<file path="config.mk">
export PLATFORM = sky130hd
export DESIGN_NAME = chunked_arq_sender
export DESIGN_NICKNAME = d
export VERILOG_FILES = /design/src/hw/rtl/cas_pkg.sv /design/src/hw/rtl/chunked_arq_sender.sv /design/src/hw/rtl/cas_ctrl.sv /design/src/hw/rtl/cas_dpath.sv
export VERILOG_INCLUDE_DIRS = /design/src /design/src/hw/rtl
export SDC_FILE = /design/constraint.sdc
export NUM_CORES = 2
export LEC_CHECK = 0
export ABC_AREA = 1
export BUFFER_PORTS_ARGS = -buffer_cell sky130_fd_sc_hd__buf_2
export CORE_ASPECT_RATIO = 0.9
export CORE_MARGIN = 2
export CORE_UTILIZATION = 55
export CTS_CLUSTER_SIZE = 30
export DETAILED_ROUTE_END_ITERATION = 12
export PLACE_DENSITY = 0.76
export SLEW_MARGIN = 20
export SYNTH_ARGS = -nofsm -noshare
export SYNTH_HDL_FRONTEND = slang
export SYNTH_HIERARCHICAL = 1
export SYNTH_SLANG_ARGS = --single-unit
</file>
<file path="constraint.sdc">
create_clock -name clk -period 13.76 [get_ports clk]
set_clock_uncertainty 0.1 [all_clocks]
set_input_delay 0.688 -clock clk [delete_from_list [all_inputs] [get_ports clk]]
set_output_delay 0.688 -clock clk [all_outputs]
set_load 0.03 [all_outputs]
</file>
<file path="src/hw/rtl/assert_macros.svh">
// ----------------------------------------------------------------------------
// assert_macros.svh
// Clocked assertion shorthands shared by the sender's RTL modules.
// ----------------------------------------------------------------------------
`ifndef ASSERT_MACROS_SVH
`define ASSERT_MACROS_SVH

// A property that must hold at every rising edge outside reset.
`define CAS_ASSERT_CLK(lbl, prop, msg) \
	lbl: assert property (@(posedge clk) disable iff (!arst_n) (prop)) \
		else $error(msg);

// A condition that must be followed by another one on the next edge.
`define CAS_ASSERT_NEXT(lbl, pre, post, msg) \
	lbl: assert property (@(posedge clk) disable iff (!arst_n) (pre) |=> (post)) \
		else $error(msg);

`endif

</file>
<file path="src/hw/rtl/cas_pkg.sv">
// ----------------------------------------------------------------------------
// cas_pkg
// Shared constants, field types, codes and control structs of the sender.
// ----------------------------------------------------------------------------
`default_nettype none

package cas_pkg;

	// Message geometry.
	localparam int CHUNK_BYTES = 221;
	localparam int MAX_CHUNKS  = 32;
	localparam int QUEUE_DEPTH = 4;
	localparam int TAG_BITS    = 64;
	localparam int MAX_LEN     = MAX_CHUNKS * CHUNK_BYTES;

	// Field widths.
	localparam int FUNC_W    = 2;
	localparam int TAG_W     = 64;
	localparam int PLEN_W    = 16;
	localparam int ID_W      = 32;
	localparam int MAP_W     = 32;
	localparam int KIND_W    = 3;
	localparam int SEQ_W     = 6;
	localparam int LEN_W     = 13;
	localparam int RETRY_W   = 4;
	localparam int RLEFT_W   = 5;
	localparam int START_W   = 3;
	localparam int POP_W     = $clog2(MAP_W + 1);
	localparam int CFG_IDX_W = 1;
	localparam int CFG_DAT_W = 4;
	localparam int QPTR_W    = (QUEUE_DEPTH > 1) ? $clog2(QUEUE_DEPTH) : 1;
	localparam int QCNT_W    = $clog2(QUEUE_DEPTH + 1);

	// Chunk count by reciprocal multiplication: exact for every operand
	// below 2^17 because the rounding error of the multiplier is below
	// one chunk size.
	localparam int DIVX_W      = PLEN_W + 1;
	localparam int RECIP_SHIFT = 32;
	localparam longint unsigned RECIP_MULT =
		((64'd1 << RECIP_SHIFT) + CHUNK_BYTES - 1) / CHUNK_BYTES;
	localparam int RECIP_W     = RECIP_SHIFT + 1;
	localparam int PROD_W      = DIVX_W + RECIP_W;

	localparam logic [TAG_W-1:0] TAG_MASK = {TAG_W{1'b1}} >> (TAG_W - TAG_BITS);

	// Register reset values.
	localparam logic [RETRY_W-1:0] RETRY_BUDGET_RST = 4'd5;
	localparam logic [START_W-1:0] START_REPEAT_RST = 3'd3;

	// Outcome flag codes (bit 0 ok, bit 1 failed).
	localparam logic [1:0] OUTCOME_NONE = 2'b00;
	localparam logic [1:0] OUTCOME_OK   = 2'b01;
	localparam logic [1:0] OUTCOME_FAIL = 2'b10;

	typedef logic [TAG_W-1:0]   tag_t;
	typedef logic [ID_W-1:0]    id_t;
	typedef logic [LEN_W-1:0]   len_t;
	typedef logic [SEQ_W-1:0]   seq_t;
	typedef logic [MAP_W-1:0]   map_t;
	typedef logic [PLEN_W-1:0]  plen_t;
	typedef logic [QPTR_W-1:0]  qptr_t;
	typedef logic [QCNT_W-1:0]  qcnt_t;
	typedef logic [RLEFT_W-1:0] rleft_t;
	typedef logic [START_W-1:0] starts_t;
	typedef logic [POP_W-1:0]   pop_t;
	typedef logic [DIVX_W-1:0]  divx_t;
	typedef logic [PROD_W-1:0]  prod_t;

	typedef enum logic [FUNC_W-1:0] {
		FUNC_TICK = 2'd0,
		FUNC_ENQ  = 2'd1,
		FUNC_ACK  = 2'd2,
		FUNC_NONE = 2'd3
	} func_e;

	typedef enum logic [KIND_W-1:0] {
		KIND_START  = 3'd0,
		KIND_DATA   = 3'd1,
		KIND_END    = 3'd2,
		KIND_ACCEPT = 3'd3,
		KIND_REFUSE = 3'd4
	} kind_e;

	typedef enum logic [1:0] {
		MODE_IDLE  = 2'd0,
		MODE_START = 2'd1,
		MODE_DATA  = 2'd2
	} mode_e;

	typedef enum logic [CFG_IDX_W-1:0] {
		CFG_RETRY_BUDGET = 1'd0,
		CFG_START_REPEAT = 1'd1
	} cfg_idx_e;

	typedef enum logic [1:0] {
		ST_IDLE = 2'd0,
		ST_EXEC = 2'd1,
		ST_END2 = 2'd2
	} state_e;

	// Controller to datapath.
	typedef struct packed {
		logic capture;
		logic exec;
		logic end2;
	} cmd_t;

	// Datapath to controller.
	typedef struct packed {
		logic two_ends;
	} sts_t;

endpackage

`default_nettype wire

</file>
<file path="src/hw/rtl/chunked_arq_sender.sv">
// ----------------------------------------------------------------------------
// chunked_arq_sender
// Sender controller for chunked messages with selective bitmap
// acknowledgements. A word is accepted at a rising edge where start is high
// and busy is low. Its results appear on the result ports one cycle at a
// time, each marked by strobe for exactly one cycle, and the receiver cannot
// stall them: whatever is attached must take every strobed word as it comes.
// An item yields at most two words. The execute state follows the accepting
// edge, and busy is high while it lasts. The first word is registered at the
// edge that ends the execute state and is on the ports from then on. A new
// word is accepted only once busy is low again. An item that closes a message
// (two END words) keeps busy high through the second END state as well, and
// its second END word directly follows the first. This order is set by the
// controller's one execute state feeding a single registered result port.
// Ticks, enqueues and acknowledgements that produce no result still pass
// through the execute state.
// ----------------------------------------------------------------------------
`default_nettype none

module chunked_arq_sender (
	input  wire logic                          clk,
	input  wire logic                          arst_n,
	// Command channel.
	input  wire logic                          start,
	output logic                               busy,
	input  wire logic [cas_pkg::FUNC_W-1:0]    func,
	input  wire logic [cas_pkg::TAG_W-1:0]     conv_tag,
	input  wire logic [cas_pkg::PLEN_W-1:0]    payload_len,
	input  wire logic [cas_pkg::ID_W-1:0]      ack_msg_id,
	input  wire logic [cas_pkg::MAP_W-1:0]     ack_bitmap,
	// Configuration write port.
	input  wire logic                          cfg_we,
	input  wire logic [cas_pkg::CFG_IDX_W-1:0] cfg_index,
	input  wire logic [cas_pkg::CFG_DAT_W-1:0] cfg_wdata,
	// Result channel.
	output logic                               strobe,
	output logic [cas_pkg::KIND_W-1:0]         kind,
	output logic [cas_pkg::ID_W-1:0]           out_msg_id,
	output logic [cas_pkg::TAG_W-1:0]          out_conv_tag,
	output logic [cas_pkg::SEQ_W-1:0]          seq_number,
	output logic [cas_pkg::SEQ_W-1:0]          seq_total,
	output logic [cas_pkg::LEN_W-1:0]          chunk_offset,
	output logic [cas_pkg::LEN_W-1:0]          chunk_bytes,
	output logic                               busy_res,
	output logic                               done_ok,
	output logic                               done_failed,
	output logic                               last
);

	// The controller only sequences: capture the accepted word, execute it,
	// and, when the datapath reports that the item closed a message, repeat
	// the END word in a second END state.
	cas_pkg::cmd_t cmd;
	cas_pkg::sts_t sts;

	cas_ctrl u_ctrl (
		.clk    (clk),
		.arst_n (arst_n),
		.start  (start),
		.busy   (busy),
		.cmd    (cmd),
		.sts    (sts)
	);

	// The datapath holds the outbox, the message in flight and the result
	// register. Configuration writes land there directly; the user must issue
	// them only while the block is idle, which the block does not enforce.
	cas_dpath u_dpath (
		.clk          (clk),
		.arst_n       (arst_n),
		.cmd          (cmd),
		.sts          (sts),
		.cfg_we       (cfg_we),
		.cfg_index    (cfg_index),
		.cfg_wdata    (cfg_wdata),
		.func         (func),
		.conv_tag     (conv_tag),
		.payload_len  (payload_len),
		.ack_msg_id   (ack_msg_id),
		.ack_bitmap   (ack_bitmap),
		.strobe       (strobe),
		.kind         (kind),
		.out_msg_id   (out_msg_id),
		.out_conv_tag (out_conv_tag),
		.seq_number   (seq_number),
		.seq_total    (seq_total),
		.chunk_offset (chunk_offset),
		.chunk_bytes  (chunk_bytes),
		.busy_res     (busy_res),
		.done_ok      (done_ok),
		.done_failed  (done_failed),
		.last         (last)
	);

endmodule

`default_nettype wire

</file>
<file path="src/hw/rtl/cas_ctrl.sv">
// ----------------------------------------------------------------------------
// cas_ctrl
// Sequencer of the sender: capture a word, execute it, and issue a second
// END word when the executed item closes a message.
// ----------------------------------------------------------------------------
`default_nettype none
`include "assert_macros.svh"

module cas_ctrl (
	input  wire logic          clk,
	input  wire logic          arst_n,
	input  wire logic          start,
	output logic               busy,
	output cas_pkg::cmd_t      cmd,
	input  wire cas_pkg::sts_t sts
);

	cas_pkg::state_e state_q, state_nxt;

	always_ff @(posedge clk or negedge arst_n) begin
		if (!arst_n) begin
			state_q <= cas_pkg::ST_IDLE;
		end else begin
			state_q <= state_nxt;
		end
	end

	always_comb begin
		state_nxt = state_q;
		unique case (state_q)
			cas_pkg::ST_IDLE: begin
				if (start) state_nxt = cas_pkg::ST_EXEC;
			end
			cas_pkg::ST_EXEC: begin
				state_nxt = sts.two_ends ? cas_pkg::ST_END2 : cas_pkg::ST_IDLE;
			end
			cas_pkg::ST_END2: begin
				state_nxt = cas_pkg::ST_IDLE;
			end
			default: begin
				state_nxt = cas_pkg::ST_IDLE;
			end
		endcase
	end

	always_comb begin
		busy        = (state_q != cas_pkg::ST_IDLE);
		cmd.capture = (state_q == cas_pkg::ST_IDLE) && start;
		cmd.exec    = (state_q == cas_pkg::ST_EXEC);
		cmd.end2    = (state_q == cas_pkg::ST_END2);
	end

	`CAS_ASSERT_NEXT(a_exec_one_cycle, state_q == cas_pkg::ST_EXEC, state_q != cas_pkg::ST_EXEC, "execute state held for more than one cycle")
	`CAS_ASSERT_CLK(a_end2_after_exec, (state_q == cas_pkg::ST_END2) |-> ($past(state_q) == cas_pkg::ST_EXEC && $past(sts.two_ends)), "second END without a closing item")
	`CAS_ASSERT_NEXT(a_accept_busy, start && !busy, busy, "accepted word did not raise busy")

endmodule

`default_nettype wire

</file>
<file path="src/hw/rtl/cas_dpath.sv">
// ----------------------------------------------------------------------------
// cas_dpath
// Datapath of the sender: item capture, outbox, message state, chunk
// selection and the registered result port.
// ----------------------------------------------------------------------------
`default_nettype none
`include "assert_macros.svh"

module cas_dpath (
	input  wire logic                                clk,
	input  wire logic                                arst_n,
	input  wire cas_pkg::cmd_t                       cmd,
	output cas_pkg::sts_t                            sts,
	input  wire logic                                cfg_we,
	input  wire logic [cas_pkg::CFG_IDX_W-1:0]       cfg_index,
	input  wire logic [cas_pkg::CFG_DAT_W-1:0]       cfg_wdata,
	input  wire logic [cas_pkg::FUNC_W-1:0]          func,
	input  wire logic [cas_pkg::TAG_W-1:0]           conv_tag,
	input  wire logic [cas_pkg::PLEN_W-1:0]          payload_len,
	input  wire logic [cas_pkg::ID_W-1:0]            ack_msg_id,
	input  wire logic [cas_pkg::MAP_W-1:0]           ack_bitmap,
	output logic                                     strobe,
	output logic [cas_pkg::KIND_W-1:0]               kind,
	output logic [cas_pkg::ID_W-1:0]                 out_msg_id,
	output logic [cas_pkg::TAG_W-1:0]                out_conv_tag,
	output logic [cas_pkg::SEQ_W-1:0]                seq_number,
	output logic [cas_pkg::SEQ_W-1:0]                seq_total,
	output logic [cas_pkg::LEN_W-1:0]                chunk_offset,
	output logic [cas_pkg::LEN_W-1:0]                chunk_bytes,
	output logic                                     busy_res,
	output logic                                     done_ok,
	output logic                                     done_failed,
	output logic                                     last
);

	localparam int QSUM_W = cas_pkg::QCNT_W + 1;

	function automatic cas_pkg::pop_t popcount(input cas_pkg::map_t v);
		cas_pkg::pop_t n;
		n = '0;
		for (int b = 0; b < cas_pkg::MAP_W; b++) begin
			n = n + cas_pkg::pop_t'(v[b]);
		end
		return n;
	endfunction

	// Configuration registers.
	logic [cas_pkg::RETRY_W-1:0] retry_budget_q;
	cas_pkg::starts_t            start_repeat_q;

	// Captured item.
	cas_pkg::func_e item_func_q;
	cas_pkg::tag_t  item_tag_q;
	cas_pkg::plen_t item_len_q;
	cas_pkg::id_t   item_id_q;
	cas_pkg::map_t  item_map_q;

	// Outbox.
	cas_pkg::id_t  q_ids_q    [cas_pkg::QUEUE_DEPTH];
	cas_pkg::tag_t q_tags_q   [cas_pkg::QUEUE_DEPTH];
	cas_pkg::len_t q_lens_q   [cas_pkg::QUEUE_DEPTH];
	cas_pkg::seq_t q_totals_q [cas_pkg::QUEUE_DEPTH];
	cas_pkg::qptr_t head_q, head_inc, tail;
	cas_pkg::qcnt_t count_q, count_nxt;
	logic [QSUM_W-1:0] tail_sum;

	// Message state.
	cas_pkg::mode_e   mode_q, mode_nxt;
	cas_pkg::id_t     next_id_q, next_id_nxt;
	cas_pkg::id_t     cur_id_q, cur_id_nxt;
	cas_pkg::tag_t    cur_tag_q, cur_tag_nxt;
	cas_pkg::len_t    cur_len_q, cur_len_nxt;
	cas_pkg::seq_t    cur_total_q, cur_total_nxt;
	cas_pkg::map_t    acked_q, acked_nxt;
	cas_pkg::rleft_t  retries_q, retries_nxt;
	cas_pkg::starts_t starts_q, starts_nxt;
	cas_pkg::seq_t    prev_chunk_q, prev_chunk_nxt;
	logic             prev_valid_q, prev_valid_nxt;
	logic [1:0]       outcome_q, outcome_nxt;

	// Execute-cycle logic.
	logic             load, deq, enq_write, enq_ok, ack_match, do_ends, has_pending;
	cas_pkg::mode_e   eff_mode;
	cas_pkg::id_t     eff_id;
	cas_pkg::tag_t    eff_tag;
	cas_pkg::len_t    eff_len;
	cas_pkg::seq_t    eff_total;
	cas_pkg::map_t    eff_acked, lim_mask, pending, new_mask;
	cas_pkg::rleft_t  eff_retries;
	cas_pkg::starts_t eff_starts;
	logic             eff_prev_valid;
	cas_pkg::seq_t    chunk_idx;
	cas_pkg::len_t    chunk_off, chunk_rem, chunk_len;
	cas_pkg::divx_t   enq_divx;
	cas_pkg::prod_t   enq_prod;
	cas_pkg::seq_t    enq_total;

	// Result in flight toward the output register.
	logic           res_emit;
	cas_pkg::kind_e res_kind;
	cas_pkg::id_t   res_id;
	cas_pkg::tag_t  res_tag;
	cas_pkg::seq_t  res_seq, res_total;
	cas_pkg::len_t  res_off, res_bytes;

	// Output register.
	logic           strobe_q;
	cas_pkg::kind_e kind_q;
	cas_pkg::id_t   out_id_q;
	cas_pkg::tag_t  out_tag_q;
	cas_pkg::seq_t  seq_q, total_q;
	cas_pkg::len_t  off_q, bytes_q;
	logic           busy_res_q, ok_q, fail_q, last_q;

	always_ff @(posedge clk or negedge arst_n) begin
		if (!arst_n) begin
			retry_budget_q <= cas_pkg::RETRY_BUDGET_RST;
			start_repeat_q <= cas_pkg::START_REPEAT_RST;
		end else if (cfg_we) begin
			unique case (cas_pkg::cfg_idx_e'(cfg_index))
				cas_pkg::CFG_RETRY_BUDGET: retry_budget_q <= cfg_wdata[cas_pkg::RETRY_W-1:0];
				cas_pkg::CFG_START_REPEAT: start_repeat_q <= cfg_wdata[cas_pkg::START_W-1:0];
				default: ;
			endcase
		end
	end

	always_ff @(posedge clk) begin
		if (cmd.capture) begin
			item_func_q <= cas_pkg::func_e'(func);
			item_tag_q  <= conv_tag & cas_pkg::TAG_MASK;
			item_len_q  <= payload_len;
			item_id_q   <= ack_msg_id;
			item_map_q  <= ack_bitmap;
		end
	end

	// Ring pointers; head plus count stays below twice the depth.
	always_comb begin
		tail_sum = QSUM_W'(head_q) + QSUM_W'(count_q);
		tail     = (tail_sum >= QSUM_W'(cas_pkg::QUEUE_DEPTH))
			? cas_pkg::qptr_t'(tail_sum - QSUM_W'(cas_pkg::QUEUE_DEPTH))
			: cas_pkg::qptr_t'(tail_sum);
		head_inc = (head_q == cas_pkg::qptr_t'(cas_pkg::QUEUE_DEPTH - 1))
			? '0 : head_q + 1'b1;
	end

	// Operands as they stand once a tick has pulled the outbox head.
	always_comb begin
		load = (item_func_q == cas_pkg::FUNC_TICK) && (mode_q == cas_pkg::MODE_IDLE)
			&& (count_q != '0);
		eff_mode       = load ? cas_pkg::MODE_START : mode_q;
		eff_id         = load ? q_ids_q[head_q] : cur_id_q;
		eff_tag        = load ? q_tags_q[head_q] : cur_tag_q;
		eff_len        = load ? q_lens_q[head_q] : cur_len_q;
		eff_total      = load ? q_totals_q[head_q] : cur_total_q;
		eff_acked      = load ? '0 : acked_q;
		eff_retries    = load ? cas_pkg::rleft_t'(retry_budget_q) : retries_q;
		eff_starts     = load ? start_repeat_q : starts_q;
		eff_prev_valid = load ? 1'b0 : prev_valid_q;
	end

	// Lowest chunk that is not yet acknowledged, and its extent.
	always_comb begin
		for (int b = 0; b < cas_pkg::MAP_W; b++) begin
			lim_mask[b] = (cas_pkg::seq_t'(b) < eff_total);
		end
		pending     = ~eff_acked & lim_mask;
		has_pending = |pending;
		chunk_idx   = '0;
		for (int b = cas_pkg::MAP_W - 1; b >= 0; b--) begin
			if (pending[b]) chunk_idx = cas_pkg::seq_t'(b);
		end
		chunk_off = cas_pkg::len_t'(chunk_idx) * cas_pkg::len_t'(cas_pkg::CHUNK_BYTES);
		chunk_rem = (eff_len > chunk_off) ? eff_len - chunk_off : '0;
		chunk_len = (chunk_rem > cas_pkg::len_t'(cas_pkg::CHUNK_BYTES))
			? cas_pkg::len_t'(cas_pkg::CHUNK_BYTES) : chunk_rem;
	end

	// Chunk count of an enqueued message, rounded up, at least one.
	always_comb begin
		enq_divx  = cas_pkg::divx_t'(item_len_q) + cas_pkg::divx_t'(cas_pkg::CHUNK_BYTES - 1);
		enq_prod  = cas_pkg::prod_t'(enq_divx) * cas_pkg::prod_t'(cas_pkg::RECIP_MULT);
		enq_total = enq_prod[cas_pkg::RECIP_SHIFT +: cas_pkg::SEQ_W];
		if (enq_total == '0) enq_total = cas_pkg::seq_t'(1);
	end

	always_comb begin
		enq_ok = (item_len_q <= cas_pkg::plen_t'(cas_pkg::MAX_LEN))
			&& (count_q < cas_pkg::qcnt_t'(cas_pkg::QUEUE_DEPTH));
		new_mask  = acked_q | item_map_q;
		ack_match = (mode_q != cas_pkg::MODE_IDLE) && (item_id_q == cur_id_q)
			&& (item_tag_q == cur_tag_q);

		mode_nxt       = mode_q;
		next_id_nxt    = next_id_q;
		cur_id_nxt     = cur_id_q;
		cur_tag_nxt    = cur_tag_q;
		cur_len_nxt    = cur_len_q;
		cur_total_nxt  = cur_total_q;
		acked_nxt      = acked_q;
		retries_nxt    = retries_q;
		starts_nxt     = starts_q;
		prev_chunk_nxt = prev_chunk_q;
		prev_valid_nxt = prev_valid_q;
		outcome_nxt    = outcome_q;
		deq            = 1'b0;
		enq_write      = 1'b0;
		do_ends        = 1'b0;
		res_emit       = 1'b0;
		res_kind       = cas_pkg::KIND_START;
		res_id         = '0;
		res_tag        = '0;
		res_seq        = '0;
		res_total      = '0;
		res_off        = '0;
		res_bytes      = '0;

		unique case (item_func_q)
			cas_pkg::FUNC_TICK: begin
				if ((mode_q != cas_pkg::MODE_IDLE) || (count_q != '0)) begin
					deq            = load;
					cur_id_nxt     = eff_id;
					cur_tag_nxt    = eff_tag;
					cur_len_nxt    = eff_len;
					cur_total_nxt  = eff_total;
					acked_nxt      = eff_acked;
					retries_nxt    = eff_retries;
					starts_nxt     = eff_starts;
					prev_valid_nxt = eff_prev_valid;
					if (eff_mode == cas_pkg::MODE_START) begin
						res_emit  = 1'b1;
						res_kind  = cas_pkg::KIND_START;
						res_id    = eff_id;
						res_tag   = eff_tag;
						res_total = eff_total;
						res_bytes = eff_len;
						if (eff_starts <= cas_pkg::starts_t'(1)) begin
							starts_nxt     = '0;
							mode_nxt       = cas_pkg::MODE_DATA;
							prev_valid_nxt = 1'b0;
						end else begin
							starts_nxt = eff_starts - 1'b1;
							mode_nxt   = cas_pkg::MODE_START;
						end
					end else if (!has_pending) begin
						do_ends = 1'b1;
					end else begin
						res_emit       = 1'b1;
						res_kind       = cas_pkg::KIND_DATA;
						res_id         = eff_id;
						res_tag        = eff_tag;
						res_seq        = chunk_idx;
						res_total      = eff_total;
						res_off        = chunk_off;
						res_bytes      = chunk_len;
						prev_chunk_nxt = chunk_idx;
						prev_valid_nxt = 1'b1;
						// The same chunk twice in a row is a resend.
						if (eff_prev_valid && (prev_chunk_q == chunk_idx)) begin
							if (eff_retries == '0) begin
								mode_nxt    = cas_pkg::MODE_IDLE;
								outcome_nxt = cas_pkg::OUTCOME_FAIL;
							end else begin
								retries_nxt = eff_retries - 1'b1;
							end
						end
					end
				end
			end
			cas_pkg::FUNC_ENQ: begin
				res_emit = 1'b1;
				res_tag  = item_tag_q;
				if (enq_ok) begin
					res_kind    = cas_pkg::KIND_ACCEPT;
					res_id      = next_id_q;
					enq_write   = 1'b1;
					next_id_nxt = next_id_q + 1'b1;
				end else begin
					res_kind = cas_pkg::KIND_REFUSE;
				end
			end
			cas_pkg::FUNC_ACK: begin
				if (ack_match) begin
					acked_nxt = new_mask;
					if (cas_pkg::pop_t'(cur_total_q) <= popcount(new_mask)) begin
						do_ends = 1'b1;
					end else begin
						mode_nxt = cas_pkg::MODE_DATA;
					end
				end
			end
			cas_pkg::FUNC_NONE: begin
			end
			default: begin
			end
		endcase

		if (do_ends) begin
			res_emit    = 1'b1;
			res_kind    = cas_pkg::KIND_END;
			res_id      = eff_id;
			res_tag     = eff_tag;
			res_seq     = eff_total;
			res_total   = eff_total;
			mode_nxt    = cas_pkg::MODE_IDLE;
			outcome_nxt = cas_pkg::OUTCOME_OK;
		end

		count_nxt = count_q;
		if (enq_write) count_nxt = count_q + 1'b1;
		else if (deq)  count_nxt = count_q - 1'b1;

		sts.two_ends = do_ends;
	end

	always_ff @(posedge clk) begin
		if (cmd.exec && enq_write) begin
			q_ids_q[tail]    <= next_id_q;
			q_tags_q[tail]   <= item_tag_q;
			q_lens_q[tail]   <= cas_pkg::len_t'(item_len_q);
			q_totals_q[tail] <= enq_total;
		end
	end

	always_ff @(posedge clk or negedge arst_n) begin
		if (!arst_n) begin
			mode_q       <= cas_pkg::MODE_IDLE;
			head_q       <= '0;
			count_q      <= '0;
			next_id_q    <= '0;
			cur_id_q     <= '0;
			cur_tag_q    <= '0;
			cur_len_q    <= '0;
			cur_total_q  <= '0;
			acked_q      <= '0;
			retries_q    <= '0;
			starts_q     <= '0;
			prev_chunk_q <= '0;
			prev_valid_q <= 1'b0;
			outcome_q    <= cas_pkg::OUTCOME_NONE;
		end else if (cmd.exec) begin
			mode_q       <= mode_nxt;
			if (deq) head_q <= head_inc;
			count_q      <= count_nxt;
			next_id_q    <= next_id_nxt;
			cur_id_q     <= cur_id_nxt;
			cur_tag_q    <= cur_tag_nxt;
			cur_len_q    <= cur_len_nxt;
			cur_total_q  <= cur_total_nxt;
			acked_q      <= acked_nxt;
			retries_q    <= retries_nxt;
			starts_q     <= starts_nxt;
			prev_chunk_q <= prev_chunk_nxt;
			prev_valid_q <= prev_valid_nxt;
			outcome_q    <= outcome_nxt;
		end
	end

	always_ff @(posedge clk or negedge arst_n) begin
		if (!arst_n) begin
			strobe_q <= 1'b0;
		end else begin
			strobe_q <= (cmd.exec && res_emit) || cmd.end2;
		end
	end

	// The second END repeats the first, now marked as the final word.
	always_ff @(posedge clk) begin
		if (cmd.exec && res_emit) begin
			kind_q     <= res_kind;
			out_id_q   <= res_id;
			out_tag_q  <= res_tag;
			seq_q      <= res_seq;
			total_q    <= res_total;
			off_q      <= res_off;
			bytes_q    <= res_bytes;
			busy_res_q <= (mode_nxt != cas_pkg::MODE_IDLE);
			ok_q       <= outcome_nxt[0];
			fail_q     <= outcome_nxt[1];
			last_q     <= !do_ends;
		end else if (cmd.end2) begin
			last_q <= 1'b1;
		end
	end

	assign strobe       = strobe_q;
	assign kind         = kind_q;
	assign out_msg_id   = out_id_q;
	assign out_conv_tag = out_tag_q;
	assign seq_number   = seq_q;
	assign seq_total    = total_q;
	assign chunk_offset = off_q;
	assign chunk_bytes  = bytes_q;
	assign busy_res     = busy_res_q;
	assign done_ok      = ok_q;
	assign done_failed  = fail_q;
	assign last         = last_q;

	`CAS_ASSERT_CLK(a_count_bound, count_q <= cas_pkg::qcnt_t'(cas_pkg::QUEUE_DEPTH), "outbox count beyond depth")
	`CAS_ASSERT_NEXT(a_end_pair, strobe_q && !last_q, strobe_q && last_q && (kind_q == cas_pkg::KIND_END), "first END not followed by the final END")
	`CAS_ASSERT_CLK(a_data_seq, (strobe_q && (kind_q == cas_pkg::KIND_DATA)) |-> (seq_q < total_q), "DATA chunk index beyond chunk total")

endmodule

`default_nettype wire
</file>
==> run_results.csv <==
group,metric,value,unit
status,status,"finished, final reports clean",
timing,setup_viol,0,
floorplan,initial_core_util,55.4,%
cts,cts-resized-gates,0,
global_route,track_usage,27.6,%
synth,synth_top_area_share,48.0,%
cts,clk_path_buf_depth,3,
route,wire_per_inst,20.7,um
setup_path,crit_path_max_fanout,86,
route,drc,0,
floorplan,die_h,281,um
setup_path,path_class,"flop to flop",
timing,fin_crit,10.55,ns
timing,slew_violations,0,
floorplan,core_area,0.0843,sq mm
setup_path,crit_path_end_kind,"flop",
synth,synth_nets,4842,
floorplan,ios,298,
placement,place_hpwl,80100,um
cts,numClockSinks,959,
power_and_ir_drop,irDropWorstVdd,0.294,mV
layout,fillers,6540,
timing,fmax,94.8,MHz
setup_path,r2r-start,"u_dpath/head_q[0]",
layout,area_growth,12.5,%
power_and_ir_drop,power_density,229,mW/mm^2
route,initialDrtViolationCount,3418,
timing,max_slew_margin,29.4,%
setup_path,rrSetupSlack,3.21,ns
setup_path,crit_buf_inv,9,
layout,final_nets,5110,
setup_path,cp.arrival,10.84,ns
global_route,grt_pass1_vias,32500,
route,dr_total_vias,33700,
route,routed_wl,122000,um
synth,syn_inst,4397,
timing,hold_violations,0,
global_route,antenna_found_initial,4,
global_route,grt_pass1_wl,186000,um
synth,synth-edff-count,747,
global_route,grt_max_degree,182,
cts,htree_num_levels,3,
synth,ys_ff_latch,959,
global_route,grt.overflow.total,0,
placement,gp_congestion,0.922,
synth,yosysSeqAreaShare,59.4,%
cts,root_buffer,"clkbuf_16",
synth,ys_warn_count,6,
synth,avgSynthCellArea,10.6,sq um
setup_path,setup.worst_path.start_class,"flop",
synth,ys_types,67,
timing,grt_setup_unrepaired,"false",
worst_hold_path,hold_start,"ack_msg_id[13]",
cts,clock_latency,0.69,ns
setup_path,cp-startpoint,"u_dpath/head_q[0]",
synth,synth.cell_area,0.0467,sq mm
synth,async_flop_share,22.1,%
setup_path,cp.required,14.05,ns
cts,cts_buffers,95,
route,antenna_left,0,
synth,ys.flop_type,"edfxtp_1",
timing,layout_worst_path_cycle_share,76.7,%
route,routed_via_density,5.73,
layout,drive_gt1_share,11.9,%
setup_path,critPathTopFamily,"simple AND/OR/NAND/NOR gates",
placement,port_buffers,297,
floorplan,die_w,311,um
setup_path,crit_path_top_delay_cell,"buf_4",
floorplan,dieArea,0.0873,sq mm
power_and_ir_drop,leakage,21.6,nW
setup_path,slowest_delay,0.79,ns
placement,dp_slack,3.38,ns
run,maxCapViolCount,0,
timing,tightest_slew,1.06,ns
timing,finalSetupTns,0,ns
setup_path,crit_top_cell,"nand2_1",
synth,synth_largest_area_cell,"edfxtp_1",
route,firstDrtPassIters,6,
timing,worst_slack,3.21,ns
worst_hold_path,hp-class,"input pin to flop",
cts,cts.clk_slew.worst_paths,0.07,ns
cts,cts_tree,"built",
synth,synth.area.top_cells,"edfxtp_1 48%, dfrtp_1 11%, nand2_1 5.9%, o21ai_0 5.6%, ha_1 5.2%",
floorplan,std_cell_rows,101,
==> cell type report <==
class,instances,area (sq um),area share [%]
repair buffers,338,1840,3.51
clock inverters,58,557,1.06
well taps,1133,1420,2.70
flip-flops and latches,959,27700,52.8
multi-input cells,2754,16500,31.3
diodes,3,7.51,0.0143
clock buffers,122,2610,4.96
inverters,517,1960,3.72
==> power breakdown <==
part	switching [mW]	internal, mW	total (mW)
logic	3.68	2.08	5.76
registers	0.232	3.44	3.67
clock network	1.13	1.47	2.60
total	5.04	6.98	12.0
==> through the flow <==
stage	cell area (sq um)	power [mW]	hold slack (ns)	util, %	instances
after floorplan	46700	7.92	0.292	-	4397
after global placement	49400	9.24	0.357	58.6	5700
after detailed placement	49400	9.40	0.363	58.6	5700
after CTS	52600	12.0	0.0351	62.4	5881
after global routing	52600	12.9	0.0418	62.4	5883
final	52600	12.0	0.0678	62.4	5884
==> cell usage after synthesis (7+ instances only) <==
cell	number
buf_2	12
o2111ai_1	9
dfrtp_1	208
clkbuf_1	145
ha_1	193
nor2_1	493
or2_2	27
a21oi_1	77
a22o_1	29
nand2_1	738
nor4_1	37
inv_1	504
nor3_1	44
nand3_1	75
nand4_1	32
o21ai_0	527
buf_1	8
xor2_1	79
a21o_1	8
o22ai_1	117
o221ai_1	7
a31oi_1	41
fa_1	97
edfxtp_1	747
xnor2_1	34
==> layer usage <==
layer	GRT usage, %	vias to the layer above	share of wire, %
met5	0	-	0
met1	37.4	16400	41
met3	3.92	250	8.0
met4	10.6	0	3.8
met2	45.5	1511	48
li1	-	15600	-
==> registers in the layout, indices dropped and copies added, names as in the netlist, 16 cells and up <==
register              flops
u_dpath/item_tag_q       64
u_dpath/item_id_q        32
u_dpath/item_len_q       16
u_dpath/acked_q          32
u_dpath/item_map_q       32
u_dpath/next_id_q        32
u_dpath/out_conv_tag     64
u_dpath/out_msg_id       32
u_dpath/q_tags_q        256
u_dpath/q_lens_q         52
u_dpath/q_totals_q       24
u_dpath/q_ids_q         128
u_dpath/cur_tag_q        64
u_dpath/cur_id_q         32
==> logic make-up (layout without fill, tap and decap cells) <==
kind of cell / count (synthesis) / in the layout / share of synthesized area (%)
adders and majority gates: 290 / 290 / 9.32
buffers and inverters: 684 / 1035 / 5.57
muxes: 2 / 2 / 0.0455
xor gates and xnor gates: 113 / 113 / 2.12
other: 0 / 3 / 0
AOI/OAI and AO/OA: 862 / 862 / 10.3
DFF: 959 / 959 / 59.4
and+or+nand+nor: 1487 / 1487 / 13.2
==> worst register-to-register path: cells and delay by family, from the launching register on <==
| kind | cells | cell delay [ns] |
|---|---|---|
| and+or+nand+nor | 46 | 4.01 |
| adders and majority gates | 6 | 2.30 |
| buffers and inverters | 9 | 2.02 |
| AOI/OAI and AO/OA | 9 | 1.06 |
| DFF | 1 | 0.77 |
==> placed cells by master, fill, tap and decap left out, types with 5 or more instances in the layout <==
| cell type | instances |
|---|---|
| a21o_1 | 8 |
| a21oi_1 | 76 |
| a22o_1 | 29 |
| a31oi_1 | 41 |
| buf_2 | 296 |
| buf_4 | 37 |
| bufinv_16 | 6 |
| clkbuf_1 | 15 |
| clkbuf_16 | 96 |
| clkbuf_8 | 11 |
| clkinv_1 | 21 |
| clkinv_2 | 20 |
| dfrtp_1 | 206 |
| edfxtp_1 | 747 |
| fa_1 | 97 |
| ha_1 | 193 |
| inv_1 | 502 |
| inv_2 | 6 |
| inv_6 | 5 |
| nand2_1 | 737 |
| nand3_1 | 75 |
| nand4_1 | 32 |
| nor2_1 | 490 |
| nor2_2 | 7 |
| nor3_1 | 40 |
| nor3_2 | 5 |
| nor4_1 | 37 |
| o2111ai_1 | 9 |
| o211ai_1 | 5 |
| o21ai_0 | 526 |
| o21ai_1 | 5 |
| o21bai_1 | 6 |
| o221ai_1 | 7 |
| o22ai_1 | 117 |
| o31ai_1 | 6 |
| or2_2 | 27 |
| xnor2_1 | 34 |
| xor2_1 | 79 |
==> path summary, 6_finish.rpt <==
check	end	depth (start not counted)
hold / removal	u_dpath/item_id_q[13]	1
setup / recovery	u_dpath/chunk_bytes[2]	70
min in group asynchronous	u_dpath/retry_budget_q[3]	2
hold reg to reg	u_dpath/retries_q[0]	2
max in group asynchronous	u_dpath/head_q[1]	4
setup reg to reg	u_dpath/chunk_bytes[2]	70
==> what timing repair did <==
| action | 4_1_cts | 5_1_grt |
|---|---|---|
| hold endpoints to repair | 68 | 0 |
| hold buffers | 1 | 0 |
| buffers inserted | 0 | 0 |
No activity file was read; power rests on OpenSTA's default activity.
